File: config.mk
export PLATFORM = sky130hd
export DESIGN_NAME = bpc_pressure
export DESIGN_NICKNAME = d
export VERILOG_FILES = /design/src/hdl/bpc_pkg.sv /design/src/hdl/bpc_pressure.sv
export SDC_FILE = /design/constraint.sdc
export NUM_CORES = 2
export LEC_CHECK = 0
export BUFFER_PORTS_ARGS = -buffer_cell sky130_fd_sc_hd__buf_2
export CORE_UTILIZATION = 55
export DETAILED_ROUTE_END_ITERATION = 6
export HOLD_SLACK_MARGIN = 0.02
export PLACE_DENSITY = 0.75
export SLEW_MARGIN = 20
export SYNTH_ARGS = -nofsm -noshare
export SYNTH_HDL_FRONTEND = slang
export SYNTH_SLANG_ARGS = --single-unit
File: constraint.sdc
create_clock -name i_clk -period 14.4 [get_ports i_clk]
set_input_delay 0 -clock i_clk [delete_from_list [all_inputs] [get_ports i_clk]]
set_output_delay 0 -clock i_clk [all_outputs]
set_load 0.02 [all_outputs]
File: src/hdl/bpc_pkg.sv
// ----------------------------------------------------------------------------
// bpc_pkg: shared types and constants of the barometer compensation pipeline
// Widths of every intermediate value, calibration register indexes and the
// records that travel between the pipeline sections.
// ----------------------------------------------------------------------------
package bpc_pkg;

    localparam int RAW_W    = 24;   // raw conversion results
    localparam int CAL_W    = 16;   // calibration words
    localparam int DT_W     = 25;   // temperature difference
    localparam int MUL_W    = 41;   // dT times a calibration word
    localparam int TEMP_W   = 19;   // temperature in 0.01 C
    localparam int OFF_W    = 36;   // first-order offset
    localparam int SENS_W   = 35;   // first-order sensitivity
    localparam int SQ_W     = 35;   // squared temperature distances
    localparam int CORR_W   = 38;   // second-order corrections
    localparam int OFFC_W   = 40;   // corrected offset
    localparam int SENSC_W  = 40;   // corrected sensitivity
    localparam int SPLIT_W  = 20;   // low slice of sensitivity in the split multiply
    localparam int PPLO_W   = RAW_W + SPLIT_W;
    localparam int PPHI_W   = RAW_W + 1 + SENSC_W - SPLIT_W;
    localparam int PROD_W   = 64;   // raw pressure times sensitivity
    localparam int Q_W      = 44;   // scaled product minus offset
    localparam int PRES_W   = 21;   // pressure in Pa
    localparam int CFG_IDX_W = 3;

    localparam logic [CFG_IDX_W-1:0] CFG_PRESSURE_SENSITIVITY   = 3'd0;
    localparam logic [CFG_IDX_W-1:0] CFG_PRESSURE_OFFSET        = 3'd1;
    localparam logic [CFG_IDX_W-1:0] CFG_SENSITIVITY_TEMP_COEFF = 3'd2;
    localparam logic [CFG_IDX_W-1:0] CFG_OFFSET_TEMP_COEFF      = 3'd3;
    localparam logic [CFG_IDX_W-1:0] CFG_REFERENCE_TEMPERATURE  = 3'd4;
    localparam logic [CFG_IDX_W-1:0] CFG_TEMPERATURE_COEFF      = 3'd5;

    localparam logic signed [TEMP_W-1:0] TEMP_20C  = 19'sd2000;
    localparam logic signed [TEMP_W-1:0] TEMP_M15C = -19'sd1500;

    localparam logic signed [PRES_W-1:0] PRES_MAX = {1'b0, {(PRES_W-1){1'b1}}};
    localparam logic signed [PRES_W-1:0] PRES_MIN = {1'b1, {(PRES_W-1){1'b0}}};

    typedef struct packed {
        logic [CAL_W-1:0] pressure_sensitivity;
        logic [CAL_W-1:0] pressure_offset;
        logic [CAL_W-1:0] sensitivity_temp_coeff;
        logic [CAL_W-1:0] offset_temp_coeff;
        logic [CAL_W-1:0] reference_temperature;
        logic [CAL_W-1:0] temperature_coeff;
    } t_bpc_cal;

    // First-order results.
    typedef struct packed {
        logic signed [TEMP_W-1:0] temp;
        logic signed [OFF_W-1:0]  off;
        logic signed [SENS_W-1:0] sens;
        logic [RAW_W-1:0]         raw_p;
    } t_bpc_fo;

    // Offset and sensitivity after the low-temperature correction.
    typedef struct packed {
        logic signed [TEMP_W-1:0]  temp;
        logic signed [OFFC_W-1:0]  off;
        logic signed [SENSC_W-1:0] sens;
        logic [RAW_W-1:0]          raw_p;
    } t_bpc_so;

endpackage

File: src/hdl/bpc_pressure.sv
// ----------------------------------------------------------------------------
// bpc_pressure: pressure from raw pressure, sensitivity and offset
// The 24 x 40 bit product is formed from two partial products, summed, scaled,
// offset, scaled again and saturated into the output register.
// ----------------------------------------------------------------------------
module bpc_pressure (
    input  logic                                i_clk,
    input  logic                                i_rst_n,
    input  logic                                i_en,
    input  logic                                i_valid,
    input  bpc_pkg::t_bpc_so                    i_data,
    output logic                                o_valid,
    output logic signed [bpc_pkg::TEMP_W-1:0]   o_temp,
    output logic signed [bpc_pkg::PRES_W-1:0]   o_pres
);

    logic                                       r7_v, r8_v, r9_v, r10_v;
    logic [bpc_pkg::PPLO_W-1:0]                 r7_lo;
    logic signed [bpc_pkg::PPHI_W-1:0]          r7_hi;
    logic signed [bpc_pkg::PROD_W-1:0]          r8_prod;
    logic signed [bpc_pkg::Q_W-1:0]             r9_q;
    logic signed [bpc_pkg::OFFC_W-1:0]          r7_off, r8_off;
    logic signed [bpc_pkg::TEMP_W-1:0]          r7_temp, r8_temp, r9_temp, r10_temp;
    logic signed [bpc_pkg::PRES_W-1:0]          r10_pres;

    logic signed [bpc_pkg::Q_W-1:0]             p;
    logic [bpc_pkg::Q_W-bpc_pkg::PRES_W:0]      p_top;
    logic signed [bpc_pkg::PRES_W-1:0]          n_pres;

    // Saturate when the bits above the field are not a plain sign extension.
    always_comb begin
        p     = r9_q >>> 15;
        p_top = p[bpc_pkg::Q_W-1:bpc_pkg::PRES_W-1];
        if ((&p_top) || !(|p_top)) begin
            n_pres = p[bpc_pkg::PRES_W-1:0];
        end else if (p[bpc_pkg::Q_W-1]) begin
            n_pres = bpc_pkg::PRES_MIN;
        end else begin
            n_pres = bpc_pkg::PRES_MAX;
        end
    end

    always_ff @(posedge i_clk) begin
        if (!i_rst_n) begin
            r7_v  <= 1'b0;
            r8_v  <= 1'b0;
            r9_v  <= 1'b0;
            r10_v <= 1'b0;
        end else if (i_en) begin
            r7_v  <= i_valid;
            r8_v  <= r7_v;
            r9_v  <= r8_v;
            r10_v <= r9_v;
        end
    end

    always_ff @(posedge i_clk) begin
        if (i_en) begin
            r7_lo    <= bpc_pkg::PPLO_W'(i_data.raw_p)
                        * bpc_pkg::PPLO_W'(i_data.sens[bpc_pkg::SPLIT_W-1:0]);
            r7_hi    <= bpc_pkg::PPHI_W'($signed({1'b0, i_data.raw_p}))
                        * bpc_pkg::PPHI_W'($signed(
                              i_data.sens[bpc_pkg::SENSC_W-1:bpc_pkg::SPLIT_W]));
            r7_off   <= i_data.off;
            r7_temp  <= i_data.temp;
            r8_prod  <= (bpc_pkg::PROD_W'(r7_hi) <<< bpc_pkg::SPLIT_W)
                        + $signed({{(bpc_pkg::PROD_W-bpc_pkg::PPLO_W){1'b0}}, r7_lo});
            r8_off   <= r7_off;
            r8_temp  <= r7_temp;
            r9_q     <= bpc_pkg::Q_W'(r8_prod >>> 21) - bpc_pkg::Q_W'(r8_off);
            r9_temp  <= r8_temp;
            r10_pres <= n_pres;
            r10_temp <= r9_temp;
        end
    end

    assign o_valid = r10_v;
    assign o_temp  = r10_temp;
    assign o_pres  = r10_pres;

endmodule

Word level (Yosys, flattened, before mapping)

Cells that the tools add are included.

Input bits: 127
Word-level logic and storage cells: 25
Output and inout port bits: 41
Flip-flop bits (word level): 377

Multiply operators: 2
$add $sub $neg: 2
Reductions and logical operators: 4
Multiplexer cells: 2

Operators with widths:

| cell                                           | count |
|---|---|
| 64-bit by 45-bit adder with 64-bit output      | 1 |
| 24-bit by 20-bit multiplier with 44-bit output | 1 |
| 25-bit by 20-bit multiplier with 44-bit output | 1 |
| 43-bit by 40-bit subtractor with 44-bit output | 1 |
| 21-bit two-way mux                             | 2 |
| 9-bit AND reduction                            | 1 |
| 9-bit OR reduction                             | 1 |
| 1-bit logical NOT                              | 1 |
| 1-bit logical OR                               | 1 |

Longest topological paths before layout

Depth in word-level cells: 4
Gate-level depth with buffers: 28
Gate-level depth less buffers: 26

Worst setup path before layout

Ideal clock, no wire load.

Path type: input port to flip-flop
Start: in i_data[46] (netlist name)
End: reg r7_hi[34] (netlist name) (data pin)
Data arrival time: 6.180 ns
Required time: 14.142 ns
Path buffers: 2
Cell stages on the path: 27
Slack: 7.962 ns
Library setup time: 0.258 ns
Cell sequence: clkbuf_1 > and2_1 > fa_1 > fa_1 > inv_1 > fa_1 > inv_1 > fa_1 > inv_1 > fa_1 > inv_1 > fa_1 > inv_1 > fa_1 > inv_1 > ha_1 > clkbuf_1 > o21ai_0 > o21ai_0 > a221oi_1 > o21ai_0 > a211oi_1 > o31a_1 > o21ai_1 > a21o_1 > a211oi_1 > nor2_1

Word-level cells in the longest chain between the ends: 1

Ends and longest elaborated chain:

| element                                        | line               | source |
|---|---|---|
| from (decl)                                    | bpc_pressure.sv:11 | `input bpc_pkg::t_bpc_so i_data,` |
| 25-bit by 20-bit multiplier with 44-bit output | bpc_pressure.sv:62 | `* bpc_pkg::PPHI_W'($signed(` |
| to (signal assigned)                           | bpc_pressure.sv:61 | `r7_hi <= bpc_pkg::PPHI_W'($signed({1'b0, i_data.raw_p}))` |
| to (decl)                                      | bpc_pressure.sv:19 | `logic signed [bpc_pkg::PPHI_W-1:0] r7_hi;` |

Every way passes these cells.
A chain may end at the register's enable or synchronous reset.

Worst setup path after layout

Start: in i_data[10] (netlist name)
End: reg r7_hi[34] (netlist name) (data pin)

The elaborated chain is that of the path after synthesis.

==> reports/qor.yml <==
status: "finished, final reports clean"
rsz0062_at_grt: "no"
max_freq_mhz: 135.7
maxCapViolCount: 0
synth_top_area_share_pct: 35.50
port_buffers: 167
yosys.cell_types.count: 69
drive_above_1_share_pct: 5.829
relSlewSlack_pct: 28.87
die-area_mm2: 0.08163
yosysMostFrequentCell: "inv_1"
ys.flop_type: "edfxtp_1"
critPathRequiredTime_ps: 14690
numCtsBuffers: 34
setup_viol: 0
start_util_pct: 55.86
cts_resized: 0
path_clk_slew_ps: 70
vias: 30140
rows: 103
critical_path_arrival_ps: 7660
clock_skew_ps: 24.20
cts-root-buf: "clkbuf_16"
wire_per_inst_um: 18.11
netlist_area_mm2: 0.04427
drt-total-wl_mm: 100.5
fin_nets: 5773
hold_class: "input port to register"
yosys-top-cells-area: "fa_1, edfxtp_1, ha_1"
cts_setup_buffers: 0
drcViolationCount: 0
first_pass_iters: 6
grt_max_degree: 103
grtUsageTotal_pct: 25.99
synth.net_count: 5681
h-tree-depth: 2
worst_path_largest_cell_delay_ps: 790
avgSynthCellArea_um2: 10.11
clkSinkCount: 321
drtIter0Drc: 1785
cpMostUsedCell: "fa_1"
cp-end-kind: "register"
antenna_found_initial: 2
globalRouteOverflowTotal: 0
gp_congestion: 0.9228
coreArea_mm2: 0.07926
cts_tree: "yes"
cts.path.max_buffers: 3
synth_area_leader_cell: "fa_1"
dieHeight_um: 285.7
yosys_warnings: 0
ys_ff_latch: 321
final-max-slew-violation-count: 0
hold_viol: 0
crit_fanout: 40
start_kind: "input port"
synth_commonest_cells: "inv_1, fa_1, nand2_1, and2_1, ha_1"
critPathSlowestCell: "buf_2"
fp.dieW_um: 285.7
synth_seq_area_share_pct: 21.68
synth_edf_count: 317
grt_pass1_vias: 32580
drtAntennaViolNets: 0
pin_count: 168
ys_async_sr_fraction_pct: 0
synth_cells: 4377
final.period_utilization_pct: 51.17
min_period_ps: 7369
grt_first_pass_wirelength_mm: 168.2
tns_ps: 0
clkLatencyLatePin_ps: 540
dpl.hpwl_mm: 74.00
tightestPinTransition_ps: 1067
critical_path_class: "input port to register"
area_growth_pct: 7.605
viasPerCell: 5.433
## what timing repair did
action,CTS,global route
hold buffers,61,0
endpoints found under the setup margin,0,0
endpoints found under the hold margin,63,0
## worst max-delay path: cells and delay by family
kind                     cells  cell delay [ps]
AND/OR/NAND/NOR              2              350
adder cells (fa/ha/maj)      8             3760
AO/OA/AOI/OAI                9             2450
buffers and inverters        7             1090
## registers in the layout, summed over array words and instances (netlist names), 21 cells and up
signal   cells
r7_hi       44
r8_prod     43
r7_off      40
r8_off      40
r9_q        29
r7_lo       24
o_pres      21
## stage by stage
stage          worst slack [ps]  area [um2]  hold slack, ps  cells  util, %
3_5_place_dp               6580       45880           178.6   5422    57.88
4_1_cts                    7140       47630           36.11   5545    60.09
3_3_place_gp               6652       45880           176.3   5422    57.88
6_report                   7031       47640           44.68   5547    60.10
2_1_floorplan              7962       44270           98.87   4377        -
5_1_grt                    6631       47630           62.50   5546    60.10
## path summary, 6_finish.rpt
kind,startpoint,to,slack [ps],cells after the start
setup / recovery,i_data[10],r7_hi[34],7030,26
hold / removal,i_en,r9_temp[18],40,1
setup reg to reg,r7_lo[32],r8_prod[56],10560,11
hold reg to reg,r7_temp[9],r8_temp[9],410,0
## layout make-up
cell class	count	area, um2
inverter	919	3450
tap	1050	1314
timing repair buffer	253	1648
antenna	2	5.005
multi-input combinational	2940	30480
sequential	321	9599
clock buffer	44	929.6
fill	6610	31620
clock inverter	18	211.5
## layer usage
layer  global-route usage (%)  part of all wire, %  up-vias
li1                         -                    -    13600
met1                    34.74                   42    15250
met2                    44.13                   48     1106
met3                    4.386                  7.4      180
met4                    6.578                  2.3        0
met5                        0                    0        -
## cells in the final DEF, fill, tap and decap left out, types with 30 or more instances in the layout
cell type,count
a21o_1,82
a21oi_1,110
and2_1,459
buf_2,166
clkbuf_16,35
dlygate4sd3_1,61
edfxtp_1,317
fa_1,785
ha_1,392
inv_1,919
nand2_1,562
nand3_1,30
nor2_1,91
o21ai_0,53
xnor2_1,82
xor2_1,52
## logic make-up after synthesis
kind of cell,after synthesis,share of synthesized area [%]
AO/OA/AOI/OAI,361,5.401
XOR/XNOR,134,2.651
adder cells (fa/ha/maj),1177,46.58
buffers and inverters,1116,9.465
flip-flops,321,21.68
multiplexers,4,0.09045
AND/OR/NAND/NOR,1264,14.13
Power is not shown: default switching activity piles up to over one toggle a cycle in this logic, so the estimate is an artifact.
