[src/hdl/bpc_pkg.sv]
// ----------------------------------------------------------------------------
// bpc_pkg: shared types and constants of the barometer compensation pipeline
// Widths of every intermediate value, calibration register indexes and the
// records that travel between the pipeline sections.
// ----------------------------------------------------------------------------
package bpc_pkg;

    localparam int RAW_W    = 24;   // raw conversion results
    localparam int CAL_W    = 16;   // calibration words
    localparam int DT_W     = 25;   // temperature difference
    localparam int MUL_W    = 41;   // dT times a calibration word
    localparam int TEMP_W   = 19;   // temperature in 0.01 C
    localparam int OFF_W    = 36;   // first-order offset
    localparam int SENS_W   = 35;   // first-order sensitivity
    localparam int SQ_W     = 35;   // squared temperature distances
    localparam int CORR_W   = 38;   // second-order corrections
    localparam int OFFC_W   = 40;   // corrected offset
    localparam int SENSC_W  = 40;   // corrected sensitivity
    localparam int SPLIT_W  = 20;   // low slice of sensitivity in the split multiply
    localparam int PPLO_W   = RAW_W + SPLIT_W;
    localparam int PPHI_W   = RAW_W + 1 + SENSC_W - SPLIT_W;
    localparam int PROD_W   = 64;   // raw pressure times sensitivity
    localparam int Q_W      = 44;   // scaled product minus offset
    localparam int PRES_W   = 21;   // pressure in Pa
    localparam int CFG_IDX_W = 3;

    localparam logic [CFG_IDX_W-1:0] CFG_PRESSURE_SENSITIVITY   = 3'd0;
    localparam logic [CFG_IDX_W-1:0] CFG_PRESSURE_OFFSET        = 3'd1;
    localparam logic [CFG_IDX_W-1:0] CFG_SENSITIVITY_TEMP_COEFF = 3'd2;
    localparam logic [CFG_IDX_W-1:0] CFG_OFFSET_TEMP_COEFF      = 3'd3;
    localparam logic [CFG_IDX_W-1:0] CFG_REFERENCE_TEMPERATURE  = 3'd4;
    localparam logic [CFG_IDX_W-1:0] CFG_TEMPERATURE_COEFF      = 3'd5;

    localparam logic signed [TEMP_W-1:0] TEMP_20C  = 19'sd2000;
    localparam logic signed [TEMP_W-1:0] TEMP_M15C = -19'sd1500;

    localparam logic signed [PRES_W-1:0] PRES_MAX = {1'b0, {(PRES_W-1){1'b1}}};
    localparam logic signed [PRES_W-1:0] PRES_MIN = {1'b1, {(PRES_W-1){1'b0}}};

    typedef struct packed {
        logic [CAL_W-1:0] pressure_sensitivity;
        logic [CAL_W-1:0] pressure_offset;
        logic [CAL_W-1:0] sensitivity_temp_coeff;
        logic [CAL_W-1:0] offset_temp_coeff;
        logic [CAL_W-1:0] reference_temperature;
        logic [CAL_W-1:0] temperature_coeff;
    } t_bpc_cal;

    // First-order results.
    typedef struct packed {
        logic signed [TEMP_W-1:0] temp;
        logic signed [OFF_W-1:0]  off;
        logic signed [SENS_W-1:0] sens;
        logic [RAW_W-1:0]         raw_p;
    } t_bpc_fo;

    // Offset and sensitivity after the low-temperature correction.
    typedef struct packed {
        logic signed [TEMP_W-1:0]  temp;
        logic signed [OFFC_W-1:0]  off;
        logic signed [SENSC_W-1:0] sens;
        logic [RAW_W-1:0]          raw_p;
    } t_bpc_so;

endpackage

[src/hdl/bpc_first_order.sv]
// ----------------------------------------------------------------------------
// bpc_first_order: temperature difference, temperature, offset, sensitivity
// Three register stages: subtract, three parallel multiplies, scale and add.
// ----------------------------------------------------------------------------
module bpc_first_order (
    input  logic                        i_clk,
    input  logic                        i_rst_n,
    input  logic                        i_en,
    input  logic                        i_valid,
    input  logic [bpc_pkg::RAW_W-1:0]   i_raw_t,
    input  logic [bpc_pkg::RAW_W-1:0]   i_raw_p,
    input  bpc_pkg::t_bpc_cal           i_cal,
    output logic                        o_valid,
    output bpc_pkg::t_bpc_fo            o_data
);

    logic                               r1_v, r2_v, r3_v;
    logic signed [bpc_pkg::DT_W-1:0]    r1_dt;
    logic [bpc_pkg::RAW_W-1:0]          r1_raw_p, r2_raw_p;
    logic signed [bpc_pkg::MUL_W-1:0]   r2_pt, r2_po, r2_ps;
    bpc_pkg::t_bpc_fo                   r3_data;
    bpc_pkg::t_bpc_fo                   n_data;

    always_comb begin
        n_data.temp  = bpc_pkg::TEMP_20C + bpc_pkg::TEMP_W'(r2_pt >>> 23);
        n_data.off   = $signed({4'b0, i_cal.pressure_offset, 16'd0})
                       + bpc_pkg::OFF_W'(r2_po >>> 7);
        n_data.sens  = $signed({4'b0, i_cal.pressure_sensitivity, 15'd0})
                       + bpc_pkg::SENS_W'(r2_ps >>> 8);
        n_data.raw_p = r2_raw_p;
    end

    always_ff @(posedge i_clk) begin
        if (!i_rst_n) begin
            r1_v <= 1'b0;
            r2_v <= 1'b0;
            r3_v <= 1'b0;
        end else if (i_en) begin
            r1_v <= i_valid;
            r2_v <= r1_v;
            r3_v <= r2_v;
        end
    end

    always_ff @(posedge i_clk) begin
        if (i_en) begin
            r1_dt    <= $signed({1'b0, i_raw_t})
                        - $signed({1'b0, i_cal.reference_temperature, 8'd0});
            r1_raw_p <= i_raw_p;
            r2_pt    <= bpc_pkg::MUL_W'(r1_dt)
                        * $signed(bpc_pkg::MUL_W'(i_cal.temperature_coeff));
            r2_po    <= bpc_pkg::MUL_W'(r1_dt)
                        * $signed(bpc_pkg::MUL_W'(i_cal.offset_temp_coeff));
            r2_ps    <= bpc_pkg::MUL_W'(r1_dt)
                        * $signed(bpc_pkg::MUL_W'(i_cal.sensitivity_temp_coeff));
            r2_raw_p <= r1_raw_p;
            r3_data  <= n_data;
        end
    end

    assign o_valid = r3_v;
    assign o_data  = r3_data;

endmodule

[config.mk]
export PLATFORM = sky130hd
export DESIGN_NAME = bpc_first_order
export DESIGN_NICKNAME = d
export VERILOG_FILES = /design/src/hdl/bpc_pkg.sv /design/src/hdl/bpc_first_order.sv
export SDC_FILE = /design/constraint.sdc
export NUM_CORES = 2
export LEC_CHECK = 0
export BUFFER_PORTS_ARGS = -buffer_cell sky130_fd_sc_hd__clkbuf_2
export CORE_UTILIZATION = 60
export CTS_BUF_LIST = sky130_fd_sc_hd__clkbuf_8
export CTS_CLUSTER_DIAMETER = 120
export CTS_CLUSTER_SIZE = 10
export DETAILED_ROUTE_END_ITERATION = 7
export PLACE_DENSITY = 0.78
export REMOVE_ABC_BUFFERS = 1
export SLEW_MARGIN = 30
export SYNTH_ARGS = -nofsm -noshare
export SYNTH_HDL_FRONTEND = slang
export SYNTH_SLANG_ARGS = --single-unit
[constraint.sdc]
create_clock -name i_clk -period 8.1 [get_ports i_clk]
set_input_delay 1.62 -clock i_clk [delete_from_list [all_inputs] [get_ports i_clk]]
set_output_delay 1.62 -clock i_clk [all_outputs]
set_load 0.02 [all_outputs]
======== After elaboration in Yosys (flattened, before gate mapping) ========
Index checks and enable logic that the tools add are counted.
operators by class
  $add $sub $neg .......................... 4
  multiply operators ...................... 3
  div/mod/pow operators ................... 0
  order comparisons ....................... 0
  equality and inequality tests ........... 0
  shifts and indexed selects .............. 0
  muxes and demuxes ....................... 0
  bitwise logic cells ..................... 0
  reduce and logical (&&, ||, !) cells .... 0
operators by type and width
  cell                                           count
  multiplier 25 x 17 -> 41 bit                   3
  adder 33 x 34 -> 35 bit                        1
  adder 32 x 33 -> 34 bit                        1
  subtractor 24 x 24 -> 25 bit                   1
  adder 12 x 18 -> 19 bit, first input constant  1
word-level totals
  register bits after elaboration ......... 313
  latch bits .............................. 0
  memory bits (writable) .................. 0
  bits in read-only memories .............. 0
  input port bits ......................... 148
  output and inout bits ................... 115
  logic and storage cells ................. 20
  memories ................................ 0

======== Logic depth before layout (Yosys ltp) ========
  word-level depth ........................ 1
  gate-level depth with buffers ........... 25
  depth with buffers taken out ............ 24

======== Worst setup path before layout ========
Ideal clock, no wire load.
  kind .................................... input-to-reg
  from .................................... in i_cal[2] (netlist bit)
  to ...................................... reg r2_pt[37] (netlist bit), data pin
  library setup time ...................... 0.258 ns
  arrival time ............................ 7.186 ns
  data required time ...................... 7.842 ns
  path slack .............................. 0.656 ns
  cell stages on the path ................. 22
  buffers on the path ..................... 2
  path through ............................ clkbuf_1 -> clkbuf_1 -> nand2_1 -> fa_1 -> fa_1 -> fa_1 -> inv_1 -> fa_1 -> fa_1 -> inv_1 -> fa_1 -> inv_1 -> ha_1 -> a211oi_1 -> o21ai_0 -> a221oi_1 -> o211ai_2 -> o221ai_2 -> o211ai_1 -> a31o_2 -> a21oi_1 -> xnor2_1
on the way
  longest elaborated chain between the ends .. 1
ends and longest elaborated chain
  element                       line                   text
  start, declared               bpc_first_order.sv:12  input bpc_pkg::t_bpc_cal i_cal,
  multiplier 25 x 17 -> 41 bit  bpc_first_order.sv:51  * $signed(bpc_pkg::MUL_W'(i_cal.temperature_coeff));
  end signal, assigned          bpc_first_order.sv:50  r2_pt <= bpc_pkg::MUL_W'(r1_dt)
  end, declared                 bpc_first_order.sv:20  logic signed [bpc_pkg::MUL_W-1:0] r2_pt, r2_po, r2_ps;
Every way passes these cells.
A chain may end at the register's enable or synchronous reset.

======== Worst setup path after layout ========
  from .................................... in i_cal[41] (netlist bit)
  to ...................................... reg r2_po[40] (netlist bit), data pin
on the way
  longest elaborated chain between the ends .. 1
ends and longest elaborated chain
  element                       line                   text
  multiplier 25 x 17 -> 41 bit  bpc_first_order.sv:53  * $signed(bpc_pkg::MUL_W'(i_cal.offset_temp_coeff));
  end signal, assigned          bpc_first_order.sv:52  r2_po <= bpc_pkg::MUL_W'(r1_dt)
  end, declared                 bpc_first_order.sv:20
Every way passes these cells.

==> metrics.txt <==
status completed; Slew @ Worst Pin ~1 ns; max-slew violation count 0; WL/cell 17.4 um; crit path launch i_cal[41]; Die X 297 um; Nets between 7k and 8k; Gate Count Post-Synth between 5k and 6k; Worst Hold Launch r1_raw_p[14]$_DFFE_PP_; area of the multi-input gates ~0.038 mm2; fillers 6,826; root buffer cell clkbuf_8; # IOs between 200 and 300; Setup Skew 0.0202 ns; CTS Buf Count 31; worst path cell trace clkbuf_2, nand2_1, fa_1, inv_1, fa_1, inv_1, fa_1, inv_1, fa_1, fa_1, inv_1, fa_1, inv_1, ha_1, nand2_1, nor3_1, o2111ai_1, and2_1, and3_2, o21ai_0, nor2_1, nor4b_1, nor2_1, xnor2_1; sequential element share of the synthesized area 0.157; DRC errors left 0; Netlist cell types 74; vias post-DR ~36k; Max stage delay on crit path approximately 0.53 ns; die footprint ~0.09 mm2; Setup-failing EPs final 0; Crit Path Max Fanout 20; Clock Tree Buf Depth 3; global-route wire length before repair approximately 200 mm; Setup crit start kind primary input; Tot GR Track Use 0.284; Final Hold Viols 0; area delta synth->final 6.58%; total core area 0.0855 mm2; top-count cell post-synth inv_1; fmax around 130 MHz; CTS tree yes; share of layout cells above drive strength 1 0.0821; post-synthesis register bit count 273; CP Class primary input to register; worst-skew pair later-pin latency just over 0.7 ns; most frequent CP cell fa_1; commonest register cell after synthesis edfxtp_1; Hold-fix buffers, CTS 0; detailed placer's ending HPWL slightly above 90 mm; commonest cells in the netlist 1,409 x inv_1, 1,155 x fa_1, 764 x nand2_1; top-area cell type share of the netlist area 0.444; slowest CP cell fa_1; Async S/R FF share, synth 0; Crit path arrival time around 8.0 ns; H-tree depth 1; hold_ws around 0.42 ns; number of port buffers about 260; Post-CTS Setup Bufs 0; Yosys Warn Count 0; Register Area between 0.008 and 0.009 mm2; die height just under 300 um; max-cap violation count 0; Tmin final roughly 7.5 ns; TNS Setup 0 ns; Final Cycle Share 0.926; Hold WC Path Type register to register; Synth Cell Area approximately 0.052 mm2; drt first pass iters 8; synth top area cells fa_1 44%, edfxtp_1 16%, inv_1 10%; Rows about 110; FF-to-FF Start r1_dt[13]$_DFFE_PP_; CP endpoint kind register; RSZ-0062 raised after global routing false; initial antenna violation count 5; CTS resizes 0; share of the core filled with cells 0.649; final antenna-violating net count 0; clock sink total between 200 and 300; Total Wirelength 116 mm; EDFF count, synth 270; gpl congestion 0.869; CTS clock-pin slew for the worst setup and hold paths 0.08 ns; worst rel slew slack 0.339; Avg Cell Area, Syn 9.81 um2; initial drt markers ~2.0k; pin count of the biggest net entering global routing roughly 130; area leader, netlist fa_1; vias in the first global route slightly below 40k; Initial Utilization 0.609; via/cell ratio roughly 5.4; gr ovfl total 0; Critical Path RT roughly 8.6 ns
==> stage by stage <==
step | std cells | setup slack [ns] | cell area, um2
final | 6655 | 0.597 | 55500
after global routing | 6654 | 0.343 | 55500
after CTS | 6651 | 0.703 | 55500
after detailed placement | 6608 | -0.0853 | 55000
after global placement | 6608 | 0.167 | 55000
after floorplan | 5080 | 0.990 | 51200
==> critical path: cells and delay by family <==
kind,cells,cell delay [ns]
buffers and inverters,6,0.70
xor gates and xnor gates,1,0.14
AOI/OAI and AO/OA,2,0.50
adders and majority gates,7,3.31
and+or+nand+nor,8,1.66
==> cell type report <==
cell class,instances,area share
Sequential cell,273,0.147
Timing Repair Buffer,384,0.0426
Clock inverter,12,0.00101
Tap cell,1144,0.0258
Antenna cell,4,0.000180
Inverter,1409,0.0953
Clock buffer,31,0.00769
Multi-Input combinational cell,3398,0.680
==> cell usage in the layout, fill, tap and decap left out, types with 35 or more instances in the layout <==
master and instances:
edfxtp_1 270, and2_1 477, ha_1 343, nor2_1 77, nand2_1 764, nor3_1 35, a21oi_1 76, xnor2_1 116
clkbuf_2 261, xor2_1 43, a21o_1 37, o21ai_0 40, buf_4 112, fa_1 1155, inv_1 1419
==> cells by family after synthesis <==
logic type / after synthesis / share of synthesized area
and+or+nand+nor: 1468 / 0.135
buffers and inverters: 1637 / 0.118
xor gates and xnor gates: 159 / 0.0268
adders and majority gates: 1498 / 0.527
muxes: 3 / 0.000577
DFF: 273 / 0.157
AOI/OAI and AO/OA: 270 / 0.0359
==> path summary, 6_finish.rpt <==
| check | endpoint | slack, ns | depth (start not counted) |
|---|---|---|---|
| worst max-delay path | r2_po[40]$_DFFE_PP_ | 0.60 | 24 |
| worst min-delay path | r2_raw_p[14]$_DFFE_PP_ | 0.42 | 0 |
| worst max register to register | r2_po[40]$_DFFE_PP_ | 0.79 | 22 |
| worst min register to register | r2_raw_p[14]$_DFFE_PP_ | 0.42 | 0 |
==> flip-flops by register name, summed over array words and instances (netlist names) <==
signal	count
r2_raw_p	24
o_valid	1
r2_po	34
r1_raw_p	24
r2_ps	33
r1_v	1
r2_pt	18
r1_dt	25
r2_v	1
o_data	112
==> layer usage <==
metal	global-route usage	wire length (um)	up-vias
met1	0.379	46500	18239
met4	0.0993	4150	2
li1	-	-	15832
met2	0.477	56600	1327
met3	0.0395	8300	223
met5	0	13	-
Power is not shown: default switching activity piles up to over one toggle a cycle in this logic, so the estimate is an artifact.
