### config.mk
export PLATFORM = sky130hd
export DESIGN_NAME = bpc_second_order
export DESIGN_NICKNAME = d
export VERILOG_FILES = /design/src/hdl/bpc_pkg.sv /design/src/hdl/bpc_second_order.sv
export SDC_FILE = /design/constraint.sdc
export NUM_CORES = 2
export LEC_CHECK = 0
export ABC_AREA = 1
export BUFFER_PORTS_ARGS = -buffer_cell sky130_fd_sc_hd__buf_2
export CAP_MARGIN = 20
export CORE_MARGIN = 1
export CORE_UTILIZATION = 35
export DETAILED_ROUTE_END_ITERATION = 10
export PLACE_DENSITY = 0.59
export SYNTH_ARGS = -nofsm -noshare
export SYNTH_HDL_FRONTEND = slang
export SYNTH_SLANG_ARGS = --single-unit
### constraint.sdc
create_clock -name i_clk -period 21.1 [get_ports i_clk]
set_input_delay 1.055 -clock i_clk [delete_from_list [all_inputs] [get_ports i_clk]]
set_output_delay 1.055 -clock i_clk [all_outputs]
set_load 0.03 [all_outputs]
### src/hdl/bpc_pkg.sv
// ----------------------------------------------------------------------------
// bpc_pkg: shared types and constants of the barometer compensation pipeline
// Widths of every intermediate value, calibration register indexes and the
// records that travel between the pipeline sections.
// ----------------------------------------------------------------------------
package bpc_pkg;

    localparam int RAW_W    = 24;   // raw conversion results
    localparam int CAL_W    = 16;   // calibration words
    localparam int DT_W     = 25;   // temperature difference
    localparam int MUL_W    = 41;   // dT times a calibration word
    localparam int TEMP_W   = 19;   // temperature in 0.01 C
    localparam int OFF_W    = 36;   // first-order offset
    localparam int SENS_W   = 35;   // first-order sensitivity
    localparam int SQ_W     = 35;   // squared temperature distances
    localparam int CORR_W   = 38;   // second-order corrections
    localparam int OFFC_W   = 40;   // corrected offset
    localparam int SENSC_W  = 40;   // corrected sensitivity
    localparam int SPLIT_W  = 20;   // low slice of sensitivity in the split multiply
    localparam int PPLO_W   = RAW_W + SPLIT_W;
    localparam int PPHI_W   = RAW_W + 1 + SENSC_W - SPLIT_W;
    localparam int PROD_W   = 64;   // raw pressure times sensitivity
    localparam int Q_W      = 44;   // scaled product minus offset
    localparam int PRES_W   = 21;   // pressure in Pa
    localparam int CFG_IDX_W = 3;

    localparam logic [CFG_IDX_W-1:0] CFG_PRESSURE_SENSITIVITY   = 3'd0;
    localparam logic [CFG_IDX_W-1:0] CFG_PRESSURE_OFFSET        = 3'd1;
    localparam logic [CFG_IDX_W-1:0] CFG_SENSITIVITY_TEMP_COEFF = 3'd2;
    localparam logic [CFG_IDX_W-1:0] CFG_OFFSET_TEMP_COEFF      = 3'd3;
    localparam logic [CFG_IDX_W-1:0] CFG_REFERENCE_TEMPERATURE  = 3'd4;
    localparam logic [CFG_IDX_W-1:0] CFG_TEMPERATURE_COEFF      = 3'd5;

    localparam logic signed [TEMP_W-1:0] TEMP_20C  = 19'sd2000;
    localparam logic signed [TEMP_W-1:0] TEMP_M15C = -19'sd1500;

    localparam logic signed [PRES_W-1:0] PRES_MAX = {1'b0, {(PRES_W-1){1'b1}}};
    localparam logic signed [PRES_W-1:0] PRES_MIN = {1'b1, {(PRES_W-1){1'b0}}};

    typedef struct packed {
        logic [CAL_W-1:0] pressure_sensitivity;
        logic [CAL_W-1:0] pressure_offset;
        logic [CAL_W-1:0] sensitivity_temp_coeff;
        logic [CAL_W-1:0] offset_temp_coeff;
        logic [CAL_W-1:0] reference_temperature;
        logic [CAL_W-1:0] temperature_coeff;
    } t_bpc_cal;

    // First-order results.
    typedef struct packed {
        logic signed [TEMP_W-1:0] temp;
        logic signed [OFF_W-1:0]  off;
        logic signed [SENS_W-1:0] sens;
        logic [RAW_W-1:0]         raw_p;
    } t_bpc_fo;

    // Offset and sensitivity after the low-temperature correction.
    typedef struct packed {
        logic signed [TEMP_W-1:0]  temp;
        logic signed [OFFC_W-1:0]  off;
        logic signed [SENSC_W-1:0] sens;
        logic [RAW_W-1:0]          raw_p;
    } t_bpc_so;

endpackage

### src/hdl/bpc_second_order.sv
// ----------------------------------------------------------------------------
// bpc_second_order: low-temperature correction of offset and sensitivity
// Three register stages: squares and band flags, corrections, subtraction.
// ----------------------------------------------------------------------------
module bpc_second_order (
    input  logic                i_clk,
    input  logic                i_rst_n,
    input  logic                i_en,
    input  logic                i_valid,
    input  bpc_pkg::t_bpc_fo    i_data,
    output logic                o_valid,
    output bpc_pkg::t_bpc_so    o_data
);

    logic                                   r4_v, r5_v, r6_v;
    bpc_pkg::t_bpc_fo                       r4_data, r5_data;
    logic [bpc_pkg::SQ_W-1:0]               r4_d1, r4_d2;
    logic                                   r4_lt20, r4_lt15;
    logic [bpc_pkg::CORR_W-1:0]             r5_off2, r5_sens2;
    bpc_pkg::t_bpc_so                       r6_data;

    logic signed [bpc_pkg::TEMP_W-1:0]      x1, x2;
    logic signed [2*bpc_pkg::TEMP_W-1:0]    sq1, sq2;
    logic [bpc_pkg::CORR_W-1:0]             d1w, d2w, five_d1, seven_d2, eleven_d2;
    logic [bpc_pkg::CORR_W-1:0]             n_off2, n_sens2;
    bpc_pkg::t_bpc_so                       n_data;

    always_comb begin
        x1 = i_data.temp - bpc_pkg::TEMP_20C;
        x2 = i_data.temp - bpc_pkg::TEMP_M15C;
        sq1 = (2*bpc_pkg::TEMP_W)'(x1) * (2*bpc_pkg::TEMP_W)'(x1);
        sq2 = (2*bpc_pkg::TEMP_W)'(x2) * (2*bpc_pkg::TEMP_W)'(x2);
    end

    // The squares are non-negative, so plain shifts give the floor.
    always_comb begin
        d1w       = bpc_pkg::CORR_W'(r4_d1);
        d2w       = bpc_pkg::CORR_W'(r4_d2);
        five_d1   = (d1w << 2) + d1w;
        seven_d2  = (d2w << 3) - d2w;
        eleven_d2 = (d2w << 3) + (d2w << 1) + d2w;
        n_off2  = '0;
        n_sens2 = '0;
        if (r4_lt20) begin
            n_off2  = (five_d1 >> 1) + (r4_lt15 ? seven_d2 : '0);
            n_sens2 = (five_d1 >> 2) + (r4_lt15 ? (eleven_d2 >> 1) : '0);
        end
    end

    always_comb begin
        n_data.temp  = r5_data.temp;
        n_data.off   = bpc_pkg::OFFC_W'(r5_data.off) - $signed({2'b0, r5_off2});
        n_data.sens  = bpc_pkg::SENSC_W'(r5_data.sens) - $signed({2'b0, r5_sens2});
        n_data.raw_p = r5_data.raw_p;
    end

    always_ff @(posedge i_clk) begin
        if (!i_rst_n) begin
            r4_v <= 1'b0;
            r5_v <= 1'b0;
            r6_v <= 1'b0;
        end else if (i_en) begin
            r4_v <= i_valid;
            r5_v <= r4_v;
            r6_v <= r5_v;
        end
    end

    always_ff @(posedge i_clk) begin
        if (i_en) begin
            r4_data  <= i_data;
            r4_d1    <= bpc_pkg::SQ_W'(sq1);
            r4_d2    <= bpc_pkg::SQ_W'(sq2);
            r4_lt20  <= i_data.temp < bpc_pkg::TEMP_20C;
            r4_lt15  <= i_data.temp < bpc_pkg::TEMP_M15C;
            r5_data  <= r4_data;
            r5_off2  <= n_off2;
            r5_sens2 <= n_sens2;
            r6_data  <= n_data;
        end
    end

    assign o_valid = r6_v;
    assign o_data  = r6_data;

endmodule

* Word level (Yosys, flattened, before mapping) *
Index checks and enable logic that the tools add are counted.
Widths: inputs -> output; s select.

word-level totals
  bits in registers = 502
  output and inout port bits = 124
  logic and storage cells = 37

cells by class
  add/sub/neg operators = 10
  multiply operators = 2
  magnitude comparators = 2
  muxes and demuxes = 2

operators by type and width
  kind                    count
  $mul 19x19->35          2
  $sub 35x39->40          1
  $sub 36x39->40          1
  $add 36x37->38          1
  $add 37x35->38          1
  $add 37x38->38          1
  $add 38x35->38          1
  $add 38x36->38          1
  $lt 19x12->1 const B    2
  $mux 38                 1
  $sub 19x12->19 const B  2
  $sub 38x35->38          1
  $mux 37                 1

* Depth between registers and ports, before layout *
  depth in word-level cells = 4
  mapped depth = 44

* Worst setup path after synthesis *
Ideal clock, no wire load.

  path type = input to register
  start point = input i_data[97] (netlist bit)
  end point = register r4_d2[29] (netlist bit) (data pin)
  data arrival time = 7,952 ps
  path slack = 12,889 ps
  stages on the path = 37
  path buffers = 3
  path through = inv_1 > clkbuf_1 > clkbuf_1 > ha_1 > inv_2 > nand2_1 > nand2_1 > nor2_1 > nand2_1 > nand2_1 > nand2_2 > nand2_4 > xor2_4 > inv_2 > buf_6 > nor2_1 > fa_1 > inv_1 > fa_1 > fa_1 > inv_1 > fa_1 > fa_1 > fa_1 > inv_1 > fa_1 > inv_1 > ha_1 > a21oi_1 > o21ai_0 > a21oi_1 > nand3_1 > nand3_1 > nand2_1 > nand2_1 > nand2_1 > xor2_1

on the way
  cells in the longest elaborated chain, start to end = 2

ends and longest elaborated chain
  what                    RTL line                text
  start: declaration      bpc_second_order.sv:10  input bpc_pkg::t_bpc_fo i_data,
  $sub 19x12->19          bpc_second_order.sv:30  x2 = i_data.temp - bpc_pkg::TEMP_M15C;
  $mul 19x19->35          bpc_second_order.sv:32  sq2 = (2*bpc_pkg::TEMP_W)'(x2) * (2*bpc_pkg::TEMP_W)'(x2);
  net sq2, one bit        bpc_second_order.sv:23  logic signed [2*bpc_pkg::TEMP_W-1:0] sq1, sq2;
  end signal: assignment  bpc_second_order.sv:73  r4_d2 <= bpc_pkg::SQ_W'(sq2);
  end: declaration        bpc_second_order.sv:17  logic [bpc_pkg::SQ_W-1:0] r4_d1, r4_d2;

The timed path passes the listed nets, and every way through them passes these cells.
A chain may end at the register's enable or synchronous reset.

* Final worst setup path *
  start point = input i_data[99] (netlist bit)
  end point = register r4_d1[34] (netlist bit) (data pin)

on the way
  cells in the longest elaborated chain, start to end = 2

ends and longest elaborated chain
  what                    RTL line                text
  $sub 19x12->19          bpc_second_order.sv:29  x1 = i_data.temp - bpc_pkg::TEMP_20C;
  $mul 19x19->35          bpc_second_order.sv:31  sq1 = (2*bpc_pkg::TEMP_W)'(x1) * (2*bpc_pkg::TEMP_W)'(x1);
  net sq1, one bit        bpc_second_order.sv:23
  end signal: assignment  bpc_second_order.sv:72  r4_d1 <= bpc_pkg::SQ_W'(sq1);
  end: declaration        bpc_second_order.sv:17

The timed path passes the listed nets, and every way through them passes these cells.

==> run summary <==
Slew Viols, Final -> 0
Cells after Synth -> 6,518
mux share of post-synthesis cell area -> 0
final design utilization -> 0.388
met2 Use GR -> 0.345
top_reg_cell synth -> edfxtp_1
via count -> 44,600
synthesized area -> 56,100 sq um
TNS Setup -> 0 ps
1st-iter DRT viols -> 3,661
Critical Path Sink Type -> flop
number of buffers created by CTS -> 53
CTS root buffer -> clkbuf_16
grt ovf -> 0
core area -> 159,000 sq um
final worst-path cycle share -> 0.454
Fmax -> 104 MHz
Clock Path Buffers -> 3
Ys Warns -> 0
GR peak layer -> met2
Die Area -> 162,000 sq um
Clock transition at path regs -> 60 ps
DRT Pass-1 Iters -> 6
vias in the first global route -> 45,600
pin count of the biggest net entering global routing -> 115
routed length per placed instance -> 18.9 um
headroom to the max-slew limit -> 0.278
RSZ-0062 raised after global routing -> no
Final HPWL DP -> 140 mm
GRT Resource Usage Total -> 0.206
largest family of logic cells by synthesized area -> adder cells
final clock skew -> 55.0 ps
Seq/Total Area, Yosys -> 0.265
drt total wl -> 168 mm
Worst Path Max Fanout -> 26
synth-to-layout area growth -> 9.67%
share of cells above drive strength 1 -> 0.0609
clk sinks -> 496
DP Area -> 59,800 sq um
most frequent cell on the critical path -> inv_1
Filler cells -> 16,100
nets@finish -> 8,023
Hold-fix buffers, CTS -> 0
Post-synth ARST share -> 0
Synth Area in XOR/XNOR -> 0.0294
Clock Latency Late Sink -> 670 ps
Post-Syn Area per Cell -> 8.61 sq um
starting density of the core -> 0.354
RePlAce Congestion -> 1.01
first-pass GRT wire length -> 261 mm
Synth Area in Compound Gates -> 0.106
critical path startpoint category -> input pin
worst slew pin tran -> 1070 ps
Hold Path Class -> reg2reg
Resized Gates After CTS -> 0
Req. time, crit path -> 21,520 ps
GR Util met3 -> 0.0218
commonest non-fill, non-tap cell in the layout -> inv_1
Simple-Gate Fraction of Synth Area -> 0.160
most frequent cells in the layout -> inv_1, nand2_1, nor2_1
cell at the slowest stage of the critical path -> fa_1
Post-synth EDFFs -> 493
final setup violation count -> 0
die width -> 402 um
Setup Buffers After CTS -> 0
met1 GRT Util -> 0.278
max-cap viol count -> 0
port bufs -> 241
Die Span Y -> 402 um
floorplan row count -> 146
post-route ant nets -> 0
CP arrival -> 9990 ps
Synth Area in Adders -> 0.341
Largest stage delay, worst path -> 690 ps
worst setup path class -> in2reg
final hold vios -> 0
Yosys reg bits -> 496
Synth cell types -> 55
H-Tree Depth -> 2
boundary pin count -> 242
status -> complete, no violations
initial antenna violation count -> 0
Vias/cell -> 5.02
CTS tree -> built
design area -> 61,600 sq um
Final Critical Period -> 9570 ps
Post-Syn Nets -> 7,771
DRC -> 0
-- worst max-delay path: cells and delay by family --
| kind | cells | cell delay (ps) |
|---|---|---|
| AOI/OAI and AO/OA | 6 | 930 |
| adders and majority gates | 9 | 4270 |
| buffers and inverters | 11 | 2280 |
| and+or+nand+nor | 11 | 1400 |
-- cells in the mapped netlist (11+ instances only) --
master,number,share of area
nand3_1,180,0.016
inv_2,18,0.0012
a21oi_1,455,0.041
a21boi_0,19,0.0025
ha_1,475,0.11
nor3_1,60,0.0054
o21ai_1,15,0.0013
a21o_1,59,0.0079
nor2_1,765,0.051
o211ai_1,11,0.0015
o21a_1,23,0.0031
nand2_1,1050,0.070
edfxtp_1,493,0.26
nand4_1,57,0.0064
a31oi_1,81,0.0090
fa_1,660,0.24
nor2_4,16,0.0032
buf_2,18,0.0016
nor4_1,15,0.0017
o21ai_0,307,0.027
xor2_1,129,0.020
inv_1,1363,0.091
clkbuf_1,39,0.0026
xnor2_1,56,0.0087
o21bai_1,43,0.0058
-- final cells by class --
cell class / instances / area, sq um / share of cell area
clock inverters: 37 / 405 / 0.00659
well taps: 2072 / 2590 / 0.0421
multi-input cells: 4564 / 35700 / 0.580
diodes: 2 / 5.00 / 0.0000813
repair buffers: 266 / 1420 / 0.0231
clock buffers: 58 / 1350 / 0.0219
inverters: 1389 / 5210 / 0.0847
flip-flops and latches: 496 / 14900 / 0.241
-- final timing paths --
path / start / end / slack [ps] / cells past startpoint
min reg2reg: r4_data[62]$_DFFE_PP_ / r5_data[62]$_DFFE_PP_ / 420 / 0
max reg2reg: r4_d1[2]$_DFFE_PP_ / r5_sens2[30]$_SDFFCE_PN0P_ / 15480 / 22
max: i_data[99] / r4_d1[34]$_DFFE_PP_ / 11530 / 37
min: r4_data[62]$_DFFE_PP_ / r5_data[62]$_DFFE_PP_ / 420 / 0
-- through the flow --
| step | worst slack (ps) | hold WS (ps) | cells |
|---|---|---|---|
| 4_1_cts | 11560 | 416 | 8881 |
| 3_5_place_dp | 10870 | 405 | 8786 |
| 2_1_floorplan | 12890 | 400 | 6518 |
| 3_3_place_gp | 10950 | 401 | 8786 |
| 5_1_grt | 10940 | 420 | 8882 |
| 6_report | 11530 | 415 | 8884 |
-- state kept, by name, summed over array words and instances (netlist names) --
register	count
r5_data	71
r5_v	1
r4_v	1
r4_d1	33
r5_off2	38
r4_lt20	1
r4_d2	32
o_valid	1
o_data	123
r4_data	114
r5_sens2	37
n_data	43
r4_lt15	1
-- kinds of logic after synthesis --
group	Yosys count
XOR/XNOR	186
buffers and inverters	1458
adder cells (fa/ha/maj)	1135
flip-flops	496
other	1
AO/OA/AOI/OAI	1057
AND/OR/NAND/NOR	2185
-- layer usage --
layer  wire length (um)  part of all wire  up-vias
met5                  0                 0        -
met4               6430             0.038        0
met3               8660             0.052      258
met2              77600              0.46     1348
met1              74900              0.45    21600
li1                   -                 -    21400
Power is left out: the tool's default activity adds up to more than one toggle a clock period on the data nets, which glitch-free logic cannot reach.
